$ cat config.mk
export PLATFORM = sky130hd
export DESIGN_NAME = tms_norm
export DESIGN_NICKNAME = d
export VERILOG_FILES = /design/src/design/tms_pkg.sv /design/src/design/tms_norm.sv
export SDC_FILE = /design/constraint.sdc
export NUM_CORES = 2
export LEC_CHECK = 0
export ABC_AREA = 1
export BUFFER_PORTS_ARGS = -buffer_cell sky130_fd_sc_hd__buf_2
export CORE_MARGIN = 2
export CORE_UTILIZATION = 35
export CTS_CLUSTER_SIZE = 28
export DETAILED_ROUTE_END_ITERATION = 7
export GPL_TIMING_DRIVEN = 0
export PLACE_DENSITY = 0.49
export SLEW_MARGIN = 15
export SYNTH_ARGS = -nofsm -noshare
export SYNTH_HDL_FRONTEND = slang
export SYNTH_SLANG_ARGS = --single-unit
$ cat constraint.sdc
create_clock -name clock -period 16.3 [get_ports clock]
set_input_delay 1.63 -clock clock [delete_from_list [all_inputs] [get_ports clock]]
set_output_delay 1.63 -clock clock [all_outputs]
set_load 0.03 [all_outputs]
$ cat src/design/tms_pkg.sv
`default_nettype none

package tms_pkg;

   // Field widths
   localparam int TimeWidth   = 16;
   localparam int CoordWidth  = 32;
   localparam int MagWidth    = 32;
   localparam int RootWidth   = 34;
   localparam int PathWidth   = 40;
   localparam int SpeedWidth  = 32;
   localparam int AngleWidth  = 14;
   localparam int AzWidth     = 16;
   localparam int PolarWidth  = 15;

   // CORDIC setup
   localparam int CordicSteps = 20;
   localparam int CordicWidth = 45;
   localparam int NormWidth   = 41;
   localparam int ZWidth      = 25;
   localparam logic [22:0] Deg90Fine = 23'd5898240;
   localparam logic [15:0] Deg180Out = 16'd23040;

   localparam logic [SpeedWidth-1:0] SpeedMax = '1;
   localparam logic [PathWidth-1:0]  PathMax  = '1;

   // atan(2^-i) in 1/65536 degree
   function automatic logic [22:0] atan_fine(input logic [4:0] idx);
      logic [22:0] val;
      case (idx)
         5'd0:    val = 23'd2949120;
         5'd1:    val = 23'd1740967;
         5'd2:    val = 23'd919879;
         5'd3:    val = 23'd466945;
         5'd4:    val = 23'd234379;
         5'd5:    val = 23'd117304;
         5'd6:    val = 23'd58666;
         5'd7:    val = 23'd29335;
         5'd8:    val = 23'd14668;
         5'd9:    val = 23'd7334;
         5'd10:   val = 23'd3667;
         5'd11:   val = 23'd1833;
         5'd12:   val = 23'd917;
         5'd13:   val = 23'd458;
         5'd14:   val = 23'd229;
         5'd15:   val = 23'd115;
         5'd16:   val = 23'd57;
         5'd17:   val = 23'd29;
         5'd18:   val = 23'd14;
         5'd19:   val = 23'd7;
         default: val = 23'd0;
      endcase
      return val;
   endfunction

   // |a - b| of two signed coordinates
   function automatic logic [MagWidth-1:0] diff_mag(input logic [CoordWidth-1:0] a,
                                                   input logic [CoordWidth-1:0] b);
      logic [CoordWidth:0] d;
      logic [CoordWidth:0] n;
      d = {a[CoordWidth-1], a} - {b[CoordWidth-1], b};
      n = -d;
      return d[CoordWidth] ? n[MagWidth-1:0] : d[MagWidth-1:0];
   endfunction

   // sign of a - b
   function automatic logic diff_neg(input logic [CoordWidth-1:0] a,
                                     input logic [CoordWidth-1:0] b);
      logic [CoordWidth:0] d;
      d = {a[CoordWidth-1], a} - {b[CoordWidth-1], b};
      return d[CoordWidth];
   endfunction

endpackage

`default_nettype wire

$ cat src/design/tms_norm.sv
`default_nettype none

// floor(sqrt(a^2 + b^2 + c^2)): three squares on one multiplier, then a
// bit-pair restoring square root, one result bit per cycle
module tms_norm
   import tms_pkg::*;
(
   input  wire logic                 clock,
   input  wire logic                 reset,
   input  wire logic                 start,
   input  wire logic [MagWidth-1:0]  a_in,
   input  wire logic [MagWidth-1:0]  b_in,
   input  wire logic [MagWidth-1:0]  c_in,
   output logic                      done,
   output logic [RootWidth-1:0]      root_out
);

   typedef enum logic [1:0] {N_IDLE, N_SQUARE, N_ROOT} norm_state_type;

   localparam int AccWidth = 2 * RootWidth;
   localparam int RemWidth = RootWidth + 3;

   norm_state_type state_ff, state_in;
   logic [MagWidth-1:0]  a_ff, a_in_r, b_ff, b_in_r, c_ff, c_in_r;
   logic [AccWidth-1:0]  acc_ff, acc_in;
   logic [RemWidth-1:0]  rem_ff, rem_in;
   logic [RootWidth-1:0] root_ff, root_in;
   logic [5:0]           cnt_ff, cnt_in;
   logic                 done_ff, done_in;

   logic [2*MagWidth-1:0] square;
   logic [RemWidth-1:0]   rem_sh, trial;

   assign square = a_ff * a_ff;
   assign rem_sh = {rem_ff[RemWidth-3:0], acc_ff[AccWidth-1 -: 2]};
   assign trial  = {1'b0, root_ff, 2'b01};

   always_comb begin
      state_in = state_ff;
      a_in_r   = a_ff;
      b_in_r   = b_ff;
      c_in_r   = c_ff;
      acc_in   = acc_ff;
      rem_in   = rem_ff;
      root_in  = root_ff;
      cnt_in   = cnt_ff;
      done_in  = 1'b0;
      unique case (state_ff)
         N_IDLE: begin
            if (start) begin
               a_in_r   = a_in;
               b_in_r   = b_in;
               c_in_r   = c_in;
               acc_in   = '0;
               cnt_in   = '0;
               state_in = N_SQUARE;
            end
         end
         // accumulate one square a cycle, operands shift down
         N_SQUARE: begin
            acc_in = acc_ff + AccWidth'(square);
            a_in_r = b_ff;
            b_in_r = c_ff;
            cnt_in = cnt_ff + 6'd1;
            if (cnt_ff == 6'd2) begin
               cnt_in   = '0;
               rem_in   = '0;
               root_in  = '0;
               state_in = N_ROOT;
            end
         end
         // one root bit per cycle
         N_ROOT: begin
            acc_in = {acc_ff[AccWidth-3:0], 2'b00};
            if (rem_sh >= trial) begin
               rem_in  = rem_sh - trial;
               root_in = {root_ff[RootWidth-2:0], 1'b1};
            end else begin
               rem_in  = rem_sh;
               root_in = {root_ff[RootWidth-2:0], 1'b0};
            end
            cnt_in = cnt_ff + 6'd1;
            if (cnt_ff == 6'(RootWidth - 1)) begin
               done_in  = 1'b1;
               state_in = N_IDLE;
            end
         end
         default: state_in = N_IDLE;
      endcase
   end

   always_ff @(posedge clock) begin
      if (reset) begin
         state_ff <= N_IDLE;
         done_ff  <= 1'b0;
         cnt_ff   <= '0;
      end else begin
         state_ff <= state_in;
         done_ff  <= done_in;
         cnt_ff   <= cnt_in;
      end
      a_ff    <= a_in_r;
      b_ff    <= b_in_r;
      c_ff    <= c_in_r;
      acc_ff  <= acc_in;
      rem_ff  <= rem_in;
      root_ff <= root_in;
   end

   assign done     = done_ff;
   assign root_out = root_ff;

endmodule

`default_nettype wire

==> flow_summary.ini <==
[clock_tree]
cts_buffers = 30
cts_resized = 0
cts_setup_buffers = 0
cts.path.max_buffers = 3
cts_tree = done
cts.htree.levels = 1
hold_buffers = 0
clockRootBuffer = clkbuf_16
clkLatencyLatePin_ns = 0.66
clk_pin_slew_ns = 0.08
cts_sinks = 242

[detailed_routing]
firstDrtPassIters = 8
wl_per_cell_um = 21.1
drt_iter0_drc = 2542
drc = 0
num_vias = 35904
ant_nets = 0
totalWireLength_mm = 165
viasPerCell = 4.59

[cells_and_area]
fin_nets = 7324
finalInstanceArea_um2 = 50200
fin_cells = 7821
drive_gt1_share_pct = 4.20
multi_input_area_um2 = 31200
area_growth_pct = 8.84
n_fill_cell = 13977
seq_area_um2 = 7180

[synth]
synthArstFlopShare_pct = 0
syn-instance-count = 5869
ys_ff_latch = 242
synth-edff-count = 233
ys.flop_type = edfxtp_1
ys_seq_area_share_pct = 15.6
yosysWarnings = 0
synth_area_leaders = fa_1, inv_1, edfxtp_1
synth_nets = 7151
avgSynthCellArea_um2 = 7.85
synth.largest_area_cell = fa_1
syn_area_um2 = 46100
yosysUniqueCellTypes = 42
synth_top_area_share_pct = 37.7

[die]
fp.coreArea_um2 = 131000
ios = 134
die_w_um = 367
die_y_um = 367
rows = 133
die-area_um2 = 135000
start_util_pct = 35.1

[grt]
overflow = 0
antenna_found_initial = 10
grt_pass1_wl_mm = 249
track_usage_pct = 25.1
grt_pass1_vias = 38529
grt_max_degree = 49

[place]
place.gp.congestion = 1.00
portBuffers = 133
placed_cell_area_um2 = 49200
place_inst = 7764
place_hpwl_mm = 140

[timing]
hold_ws_ns = 0.500
tns_ns = 0
fmax_ghz = 0.109
tightestPinTransition_ns = 1.31
rsz0062_at_grt = no
slew_violations = 0
setup_viol_count_final = 0
fin_crit_ns = 9.18
min_period_over_period_pct = 56.3
finalHoldViolCount = 0
relSlewSlack_pct = 12.5
finalClockSkew_ns = 0.0659

[run_status]
outcome = finished clean

[worst_setup_path]
critPathLaunchType = register
cp_max_fo = 10
criticalPathCategory = register to register
critPathBufInv = 7
critical_path.top_delay_family = adder cells
worstPathRequired_ns = 16.64
arrival_ns = 9.52
max_stage_delay_ns = 0.71
cp_slowest_cell = buf_1
worst_path_most_repeated_cell = fa_1
endpoint_kind = register

[job]
cap_violations = 0

[min_path]
hold_path_class = register to register
==> worst register-to-register path, delay by kind of cell (launching register included) <==
kind / cells / cell delay (ns)
buffers and inverters: 7 / 1.72
flip-flops: 1 / 0.68
AND/OR/NAND/NOR: 12 / 1.96
adder cells (fa/ha/maj): 9 / 4.51
==> synthesized netlist by cell type, types with 2 or more instances <==
master and count:
inv_1 1900, nand2_1 1708, fa_1 869, ha_1 314
edfxtp_1 233, nor2_1 227, clkbuf_1 121, a21oi_1 119
nand3_1 110, o21ai_0 78, xor2_1 29, nor3_1 21
nand4_1 16, buf_1 15, or2_2 13, nor2_2 11
dfxtp_1 9, buf_2 7, nand2_2 7, o21bai_1 7
xnor2_1 7, inv_2 6, nand3b_1 6, a32o_1 4
nor4_1 4, o22ai_1 4, a21o_1 3, o21a_1 3
a22o_1 2, buf_6 2, o21ai_1 2, o32ai_1 2
==> stage by stage <==
stage | setup slack, ns | util, %
final | 7.12 | 38.3
after global routing | 6.82 | 38.3
after CTS | 7.13 | 38.2
after detailed placement | 7.23 | 37.5
after global placement | 7.03 | 37.3
after floorplan | 9.58 | -
==> kinds of logic (layout without fill, tap and decap cells) <==
family          count (synthesis)  after routing  share of synthesized area (%)
fa+ha+maj                    1183           1183                           46.3
flops                         242            242                           15.6
xor+xnor                       36             36                          0.684
other cells                     0              1                              0
buf+inv                      2052           2248                           16.8
compound gates                226            226                           2.62
simple gates                 2130           2130                           18.1
==> placed cells by master (no fill, tap or decap), drive strengths merged, types with 3 or more instances in the layout <==
master	count
o21a	3
a21o	3
inv	1911
nand3b	6
buf	165
nor3	21
o21bai	7
nand3	110
bufinv	3
nand2	1715
or2	14
xor2	29
clkinv	10
dfxtp	9
nor2	239
o21ai	80
a32o	4
a21oi	119
nor4	4
fa	869
xnor2	7
clkbuf	157
ha	314
o22ai	4
nand4	17
edfxtp	233
==> cell type report <==
type	count	share of cell area, %
multi-input combinational	3575	62.2
timing repair buffer	141	1.68
inverter	1907	14.3
tap	1755	4.38
sequential	242	14.3
clock inverter	19	0.419
buffer	145	1.18
clock buffer	36	1.54
antenna	1	0.00499
==> worst paths after layout <==
kind | from | slack, ns | cells after the start | to
worst max-delay path | a_ff[0] | 7.12 | 28 | acc_ff[59]
worst min-delay path | c_ff[19] | 0.50 | 2 | b_ff[19]
worst max register to register | a_ff[0] | 7.12 | 28 | acc_ff[59]
worst min register to register | c_ff[19] | 0.50 | 2 | b_ff[19]
==> flip-flops by register name, summed over array words and instances, names as in the netlist <==
name      flops
root_out     34
rem_ff       35
b_ff         32
done          1
state_ff      2
acc_ff       68
a_ff         32
c_ff         32
cnt_ff        6
==> routing by layer <==
| metal | track usage [%] | vias up | routed length, um |
|---|---|---|---|
| met5 | 0 | - | 83 |
| met4 | 5.99 | 12 | 4560 |
| met3 | 3.65 | 194 | 10100 |
| met2 | 42.8 | 990 | 79000 |
| met1 | 33.5 | 17724 | 71300 |
| li1 | - | 16984 | - |
Power is left out: the tool's default activity adds up to more than one toggle a clock period on the data nets, which glitch-free logic cannot reach.
