**config.mk**
```make
export PLATFORM = sky130hd
export DESIGN_NAME = tms_div
export DESIGN_NICKNAME = d
export VERILOG_FILES = /design/src/design/tms_pkg.sv /design/src/design/tms_div.sv
export SDC_FILE = /design/constraint.sdc
export NUM_CORES = 1
export LEC_CHECK = 0
export BUFFER_PORTS_ARGS = -buffer_cell sky130_fd_sc_hd__buf_2
export CAP_MARGIN = 0
export CORE_ASPECT_RATIO = 1.5
export CORE_MARGIN = 8
export CORE_UTILIZATION = 54
export CTS_CLUSTER_SIZE = 28
export DETAILED_ROUTE_END_ITERATION = 10
export PLACE_DENSITY = 0.87
export SLEW_MARGIN = 20
export SYNTH_ARGS = -nofsm -noshare
export SYNTH_HDL_FRONTEND = slang
export SYNTH_SLANG_ARGS = --single-unit
```
**constraint.sdc**
```tcl
create_clock -name clock -period 3.1 [get_ports clock]
set_clock_uncertainty 0.15 [all_clocks]
set_input_delay 0.465 -clock clock [delete_from_list [all_inputs] [get_ports clock]]
set_output_delay 0.465 -clock clock [all_outputs]
set_load 0.005 [all_outputs]
```
**src/design/tms_pkg.sv**
```systemverilog
`default_nettype none

package tms_pkg;

   // Field widths
   localparam int TimeWidth   = 16;
   localparam int CoordWidth  = 32;
   localparam int MagWidth    = 32;
   localparam int RootWidth   = 34;
   localparam int PathWidth   = 40;
   localparam int SpeedWidth  = 32;
   localparam int AngleWidth  = 14;
   localparam int AzWidth     = 16;
   localparam int PolarWidth  = 15;

   // CORDIC setup
   localparam int CordicSteps = 20;
   localparam int CordicWidth = 45;
   localparam int NormWidth   = 41;
   localparam int ZWidth      = 25;
   localparam logic [22:0] Deg90Fine = 23'd5898240;
   localparam logic [15:0] Deg180Out = 16'd23040;

   localparam logic [SpeedWidth-1:0] SpeedMax = '1;
   localparam logic [PathWidth-1:0]  PathMax  = '1;

   // atan(2^-i) in 1/65536 degree
   function automatic logic [22:0] atan_fine(input logic [4:0] idx);
      logic [22:0] val;
      case (idx)
         5'd0:    val = 23'd2949120;
         5'd1:    val = 23'd1740967;
         5'd2:    val = 23'd919879;
         5'd3:    val = 23'd466945;
         5'd4:    val = 23'd234379;
         5'd5:    val = 23'd117304;
         5'd6:    val = 23'd58666;
         5'd7:    val = 23'd29335;
         5'd8:    val = 23'd14668;
         5'd9:    val = 23'd7334;
         5'd10:   val = 23'd3667;
         5'd11:   val = 23'd1833;
         5'd12:   val = 23'd917;
         5'd13:   val = 23'd458;
         5'd14:   val = 23'd229;
         5'd15:   val = 23'd115;
         5'd16:   val = 23'd57;
         5'd17:   val = 23'd29;
         5'd18:   val = 23'd14;
         5'd19:   val = 23'd7;
         default: val = 23'd0;
      endcase
      return val;
   endfunction

   // |a - b| of two signed coordinates
   function automatic logic [MagWidth-1:0] diff_mag(input logic [CoordWidth-1:0] a,
                                                   input logic [CoordWidth-1:0] b);
      logic [CoordWidth:0] d;
      logic [CoordWidth:0] n;
      d = {a[CoordWidth-1], a} - {b[CoordWidth-1], b};
      n = -d;
      return d[CoordWidth] ? n[MagWidth-1:0] : d[MagWidth-1:0];
   endfunction

   // sign of a - b
   function automatic logic diff_neg(input logic [CoordWidth-1:0] a,
                                     input logic [CoordWidth-1:0] b);
      logic [CoordWidth:0] d;
      d = {a[CoordWidth-1], a} - {b[CoordWidth-1], b};
      return d[CoordWidth];
   endfunction

endpackage

`default_nettype wire

```
**src/design/tms_div.sv**
```systemverilog
`default_nettype none

// restoring divider, one quotient bit per cycle
module tms_div
   import tms_pkg::*;
(
   input  wire logic                  clock,
   input  wire logic                  reset,
   input  wire logic                  start,
   input  wire logic [PathWidth-1:0]  dividend,
   input  wire logic [TimeWidth-1:0]  divisor,
   output logic                       done,
   output logic [PathWidth-1:0]       quotient
);

   logic                 busy_ff, busy_in;
   logic                 done_ff, done_in;
   logic [5:0]           cnt_ff, cnt_in;
   logic [PathWidth-1:0] q_ff, q_in;
   logic [TimeWidth-1:0] rem_ff, rem_in, dsr_ff, dsr_in;
   logic [TimeWidth:0]   rem_sh;

   assign rem_sh = {rem_ff, q_ff[PathWidth-1]};

   always_comb begin
      busy_in = busy_ff;
      done_in = 1'b0;
      cnt_in  = cnt_ff;
      q_in    = q_ff;
      rem_in  = rem_ff;
      dsr_in  = dsr_ff;
      if (!busy_ff) begin
         if (start) begin
            busy_in = 1'b1;
            cnt_in  = '0;
            q_in    = dividend;
            rem_in  = '0;
            dsr_in  = divisor;
         end
      end else begin
         // dividend bits shift out the top, quotient bits in the bottom
         if (rem_sh >= {1'b0, dsr_ff}) begin
            rem_in = TimeWidth'(rem_sh - {1'b0, dsr_ff});
            q_in   = {q_ff[PathWidth-2:0], 1'b1};
         end else begin
            rem_in = rem_sh[TimeWidth-1:0];
            q_in   = {q_ff[PathWidth-2:0], 1'b0};
         end
         cnt_in = cnt_ff + 6'd1;
         if (cnt_ff == 6'(PathWidth - 1)) begin
            busy_in = 1'b0;
            done_in = 1'b1;
         end
      end
   end

   always_ff @(posedge clock) begin
      if (reset) begin
         busy_ff <= 1'b0;
         done_ff <= 1'b0;
         cnt_ff  <= '0;
      end else begin
         busy_ff <= busy_in;
         done_ff <= done_in;
         cnt_ff  <= cnt_in;
      end
      q_ff   <= q_in;
      rem_ff <= rem_in;
      dsr_ff <= dsr_in;
   end

   assign done     = done_ff;
   assign quotient = q_ff;

endmodule

`default_nettype wire

```
==> results_dict.tcl <==
set metrics [dict create \
    timing.critical_path.arrival_ns 2.83 \
    drv_cap 0 \
    insertedDiodeCount 0 \
    gp_routability_congestion 0.8170 \
    final_cell_count_no_fill 536 \
    timing.critical_path.from_type "flop" \
    setup_violations 0 \
    flip_flop_and_latch_count_after_synthesis 80 \
    worstPathRequired_ns 3.09 \
    min_period_over_period 0.9146 \
    final-seq-area_um2 2323 \
    placed_cell_area_um2 4716 \
    number_of_gates_resized_after_cts 0 \
    clk-insertion-delay-late_ns 0.34 \
    ir_drop_mv 0.5178 \
    power.total_mw 3.183 \
    power.density_cell_area_nw_per_um2 634.4 \
    grt_first_pass_wirelength_um 15780 \
    peak_fanout_along_the_critical_path 23 \
    cellInternalPower_mw 2.300 \
    end_kind "flop" \
    post_drt_via_cell_ratio 5.595 \
    layout_setup_ws_ns 0.2647 \
    p_seq_frac 0.436 \
    synthToLayoutAreaGrowth_pct 21.11 \
    synthDominantCellAreaShare 0.5219 \
    die_area_um2 10790 \
    cts_max_level 3 \
    sw_frac_of_total 0.2772 \
    ant_nets 0 \
    synth_top_cells_by_area "sky130_fd_sc_hd__edfxtp_1, sky130_fd_sc_hd__mux2_2, sky130_fd_sc_hd__ha_1, sky130_fd_sc_hd__dfxtp_1, sky130_fd_sc_hd__nor2_1" \
    final.setup.tns_ns 0 \
    path_clk_slew_ns 0.06 \
    timing_max_transition_violations_final 0 \
    synthesis.instances 330 \
    postRouteWirelength_um 9813 \
    layout.filler_cells 577 \
    switchingPower_mw 0.8824 \
    post_cts_buffers 0 \
    drtIter0Drc 185 \
    pre_cts_ws_ns 0.3058 \
    grt_remaining_overflow 0 \
    synth_warnings 0 \
    numCtsBuffers 9 \
    cts-root-to-sink-buffers 2 \
    cts-root-buf "sky130_fd_sc_hd__clkbuf_16" \
    fp-row-count 39 \
    postLayoutCellArea_um2 5017 \
    hold_viol 0 \
    grt.total_usage 0.1916 \
    status "finished, final reports clean" \
    hp-class "primary input to flop" \
    start_util 0.5513 \
    total_leakage_power_nw 2.090 \
    post_synth_num_cell_types 54 \
    drt_first_pass_iters 5 \
    max-slew-margin-rel 0.5281 \
    drcViolationCount 0 \
    comb_power_share 0.230 \
    ys_seq_area_frac 0.5606 \
    cts_hold_buf 0 \
    setup_repair_after_global_routing_missed_its_margin "no" \
    hpwl_um 6882 \
    async_reset_ff_frac 0 \
    port-buffer-count 99 \
    dieHeight_um 123.3 \
    grt_antenna_before_repair 0 \
    avgRoutedWirePerCell_um 18.31 \
    synth_nets 407 \
    cts_tree "done" \
    dieWidth_um 87.52 \
    place.detailed.instances 520 \
    period_minus_slack_ns 2.835 \
    floorplan.core_area_um2 7515 \
    achievable-frequency_mhz 352.7 \
    first_global_vias 3232 \
    count_of_nets_after_finishing 506 \
    synth_top_flop_cell "sky130_fd_sc_hd__edfxtp_1" \
    cts_sinks 80 \
    syn_area_um2 4143 \
    ios 100 \
    grt_start_max_net_pins 57 \
    vias 2999 \
    fin_util 0.6677 \
    critPathKind "flop to flop" \
    final.hold.worst_slack_ns 0.1483 \
    syn_area_per_cell_um2 12.55 \
    reg2reg_setup_slack_ns 0.26 \
    worstMarginPinSlew_ns 0.7070 \
    multi_input_gate_area_in_the_final_layout_um2 1663 \
    share_clk_of_total_power 0.334 \
    synth-edff-count 72 \
    synth.largest_area_cell "sky130_fd_sc_hd__edfxtp_1" \
    post_route_cells_drive_above_1_share 0.3779 \
]
## layout make-up
| type | count | share of cell area |
|---|---|---|
| clock inverter | 4 | 0.01072 |
| inverter | 24 | 0.01845 |
| timing repair buffer | 101 | 0.1017 |
| sequential | 80 | 0.4631 |
| clock buffer | 12 | 0.04913 |
| multi-input combinational | 213 | 0.3314 |
| tap | 102 | 0.02544 |
## cells by family (layout without fill, tap and decap cells)
family	Yosys count	count (layout)	share of synthesized area
flops	80	80	0.5606
simple gates	75	75	0.09061
compound gates	60	60	0.1012
mux	48	48	0.1278
buf+inv	37	141	0.03835
fa+ha+maj	18	18	0.05618
xor+xnor	12	12	0.02537
## layout by cell type, fill, tap and decap left out, types with 2 or more instances in the layout
master,n
sky130_fd_sc_hd__nand2b_1,3
sky130_fd_sc_hd__nor2b_1,3
sky130_fd_sc_hd__o21ai_1,2
sky130_fd_sc_hd__o22ai_1,2
sky130_fd_sc_hd__a211oi_2,3
sky130_fd_sc_hd__mux2_2,39
sky130_fd_sc_hd__clkbuf_1,2
sky130_fd_sc_hd__dfxtp_1,7
sky130_fd_sc_hd__buf_4,2
sky130_fd_sc_hd__inv_1,22
sky130_fd_sc_hd__nand2_1,15
sky130_fd_sc_hd__nor3b_1,2
sky130_fd_sc_hd__nor2_1,25
sky130_fd_sc_hd__o21a_1,3
sky130_fd_sc_hd__xnor2_1,8
sky130_fd_sc_hd__edfxtp_1,72
sky130_fd_sc_hd__clkbuf_16,9
sky130_fd_sc_hd__a21o_1,3
sky130_fd_sc_hd__nor2_2,2
sky130_fd_sc_hd__xor2_1,4
sky130_fd_sc_hd__buf_2,99
sky130_fd_sc_hd__a21oi_1,14
sky130_fd_sc_hd__mux2i_1,9
sky130_fd_sc_hd__o21ai_0,9
sky130_fd_sc_hd__nand3b_1,2
sky130_fd_sc_hd__nand4_1,3
sky130_fd_sc_hd__nor3_1,7
sky130_fd_sc_hd__a31oi_1,2
sky130_fd_sc_hd__o211ai_1,5
sky130_fd_sc_hd__o2111ai_1,2
sky130_fd_sc_hd__ha_1,17
sky130_fd_sc_hd__nand3_1,4
sky130_fd_sc_hd__a211oi_1,4
sky130_fd_sc_hd__clkinvlp_4,2
sky130_fd_sc_hd__a2111oi_0,2
## registers in the layout (all words and copies together) (netlist names)
name	count
quotient	40
done	1
busy_ff	1
rem_ff	16
cnt_ff	6
dsr_ff	16
## final timing paths
kind / startpoint / end / depth (start not counted)
worst max register to register: rem_ff[2] / rem_ff[15] / 8
worst min-delay path: divisor[9] / dsr_ff[9] / 1
worst max-delay path: rem_ff[2] / rem_ff[15] / 8
worst min register to register: cnt_ff[4] / cnt_ff[4] / 2
## per-layer routing
metal,track usage,vias up,routed length (µm)
met5,0,-,0
li1,-,1426,-
met1,0.2044,1438,3692
met2,0.3268,122,5188
met3,0.08317,13,829
met4,0.07027,0,102
## power groups by stage
stage	Clock, mW	Sequential, mW	Combinational, mW
floorplan	0	1.39	0.540
global placement	0	1.40	0.695
detailed placement	0	1.40	0.720
CTS	1.08	1.39	0.731
global route	1.12	1.40	0.809
finish	1.06	1.39	0.733
## Yosys cell counts, drive strengths merged (2+ instances only)
library cell  instances
or2b                  2
o2111ai               2
inv                  23
mux2i                 9
xnor2                 8
a21o                  3
clkbuf                4
ha                   17
a2111oi               4
a21oi                14
nand2b                3
nor2                 27
edfxtp               72
o22ai                 2
nand4                 3
o211ai                5
a31oi                 2
or2                   2
buf                   9
mux2                 39
nand3                 4
o21ai                11
dfxtp                 8
nor3b                 2
xor2                  4
o21a                  3
nor2b                 3
a211oi                7
nand3b                2
nand2                15
nor3                  7
## worst max-delay path, cell delays in order (launching register included)
cell                        delay, ns
sky130_fd_sc_hd__edfxtp_1        0.40
sky130_fd_sc_hd__ha_1            0.37
sky130_fd_sc_hd__nand2_1         0.12
sky130_fd_sc_hd__a211oi_2        0.24
sky130_fd_sc_hd__o21ai_1         0.16
sky130_fd_sc_hd__a2111oi_2       0.32
sky130_fd_sc_hd__or2b_4          0.40
sky130_fd_sc_hd__nand2_1         0.16
sky130_fd_sc_hd__o32ai_1         0.32
No activity file was read; power rests on OpenSTA's default activity.
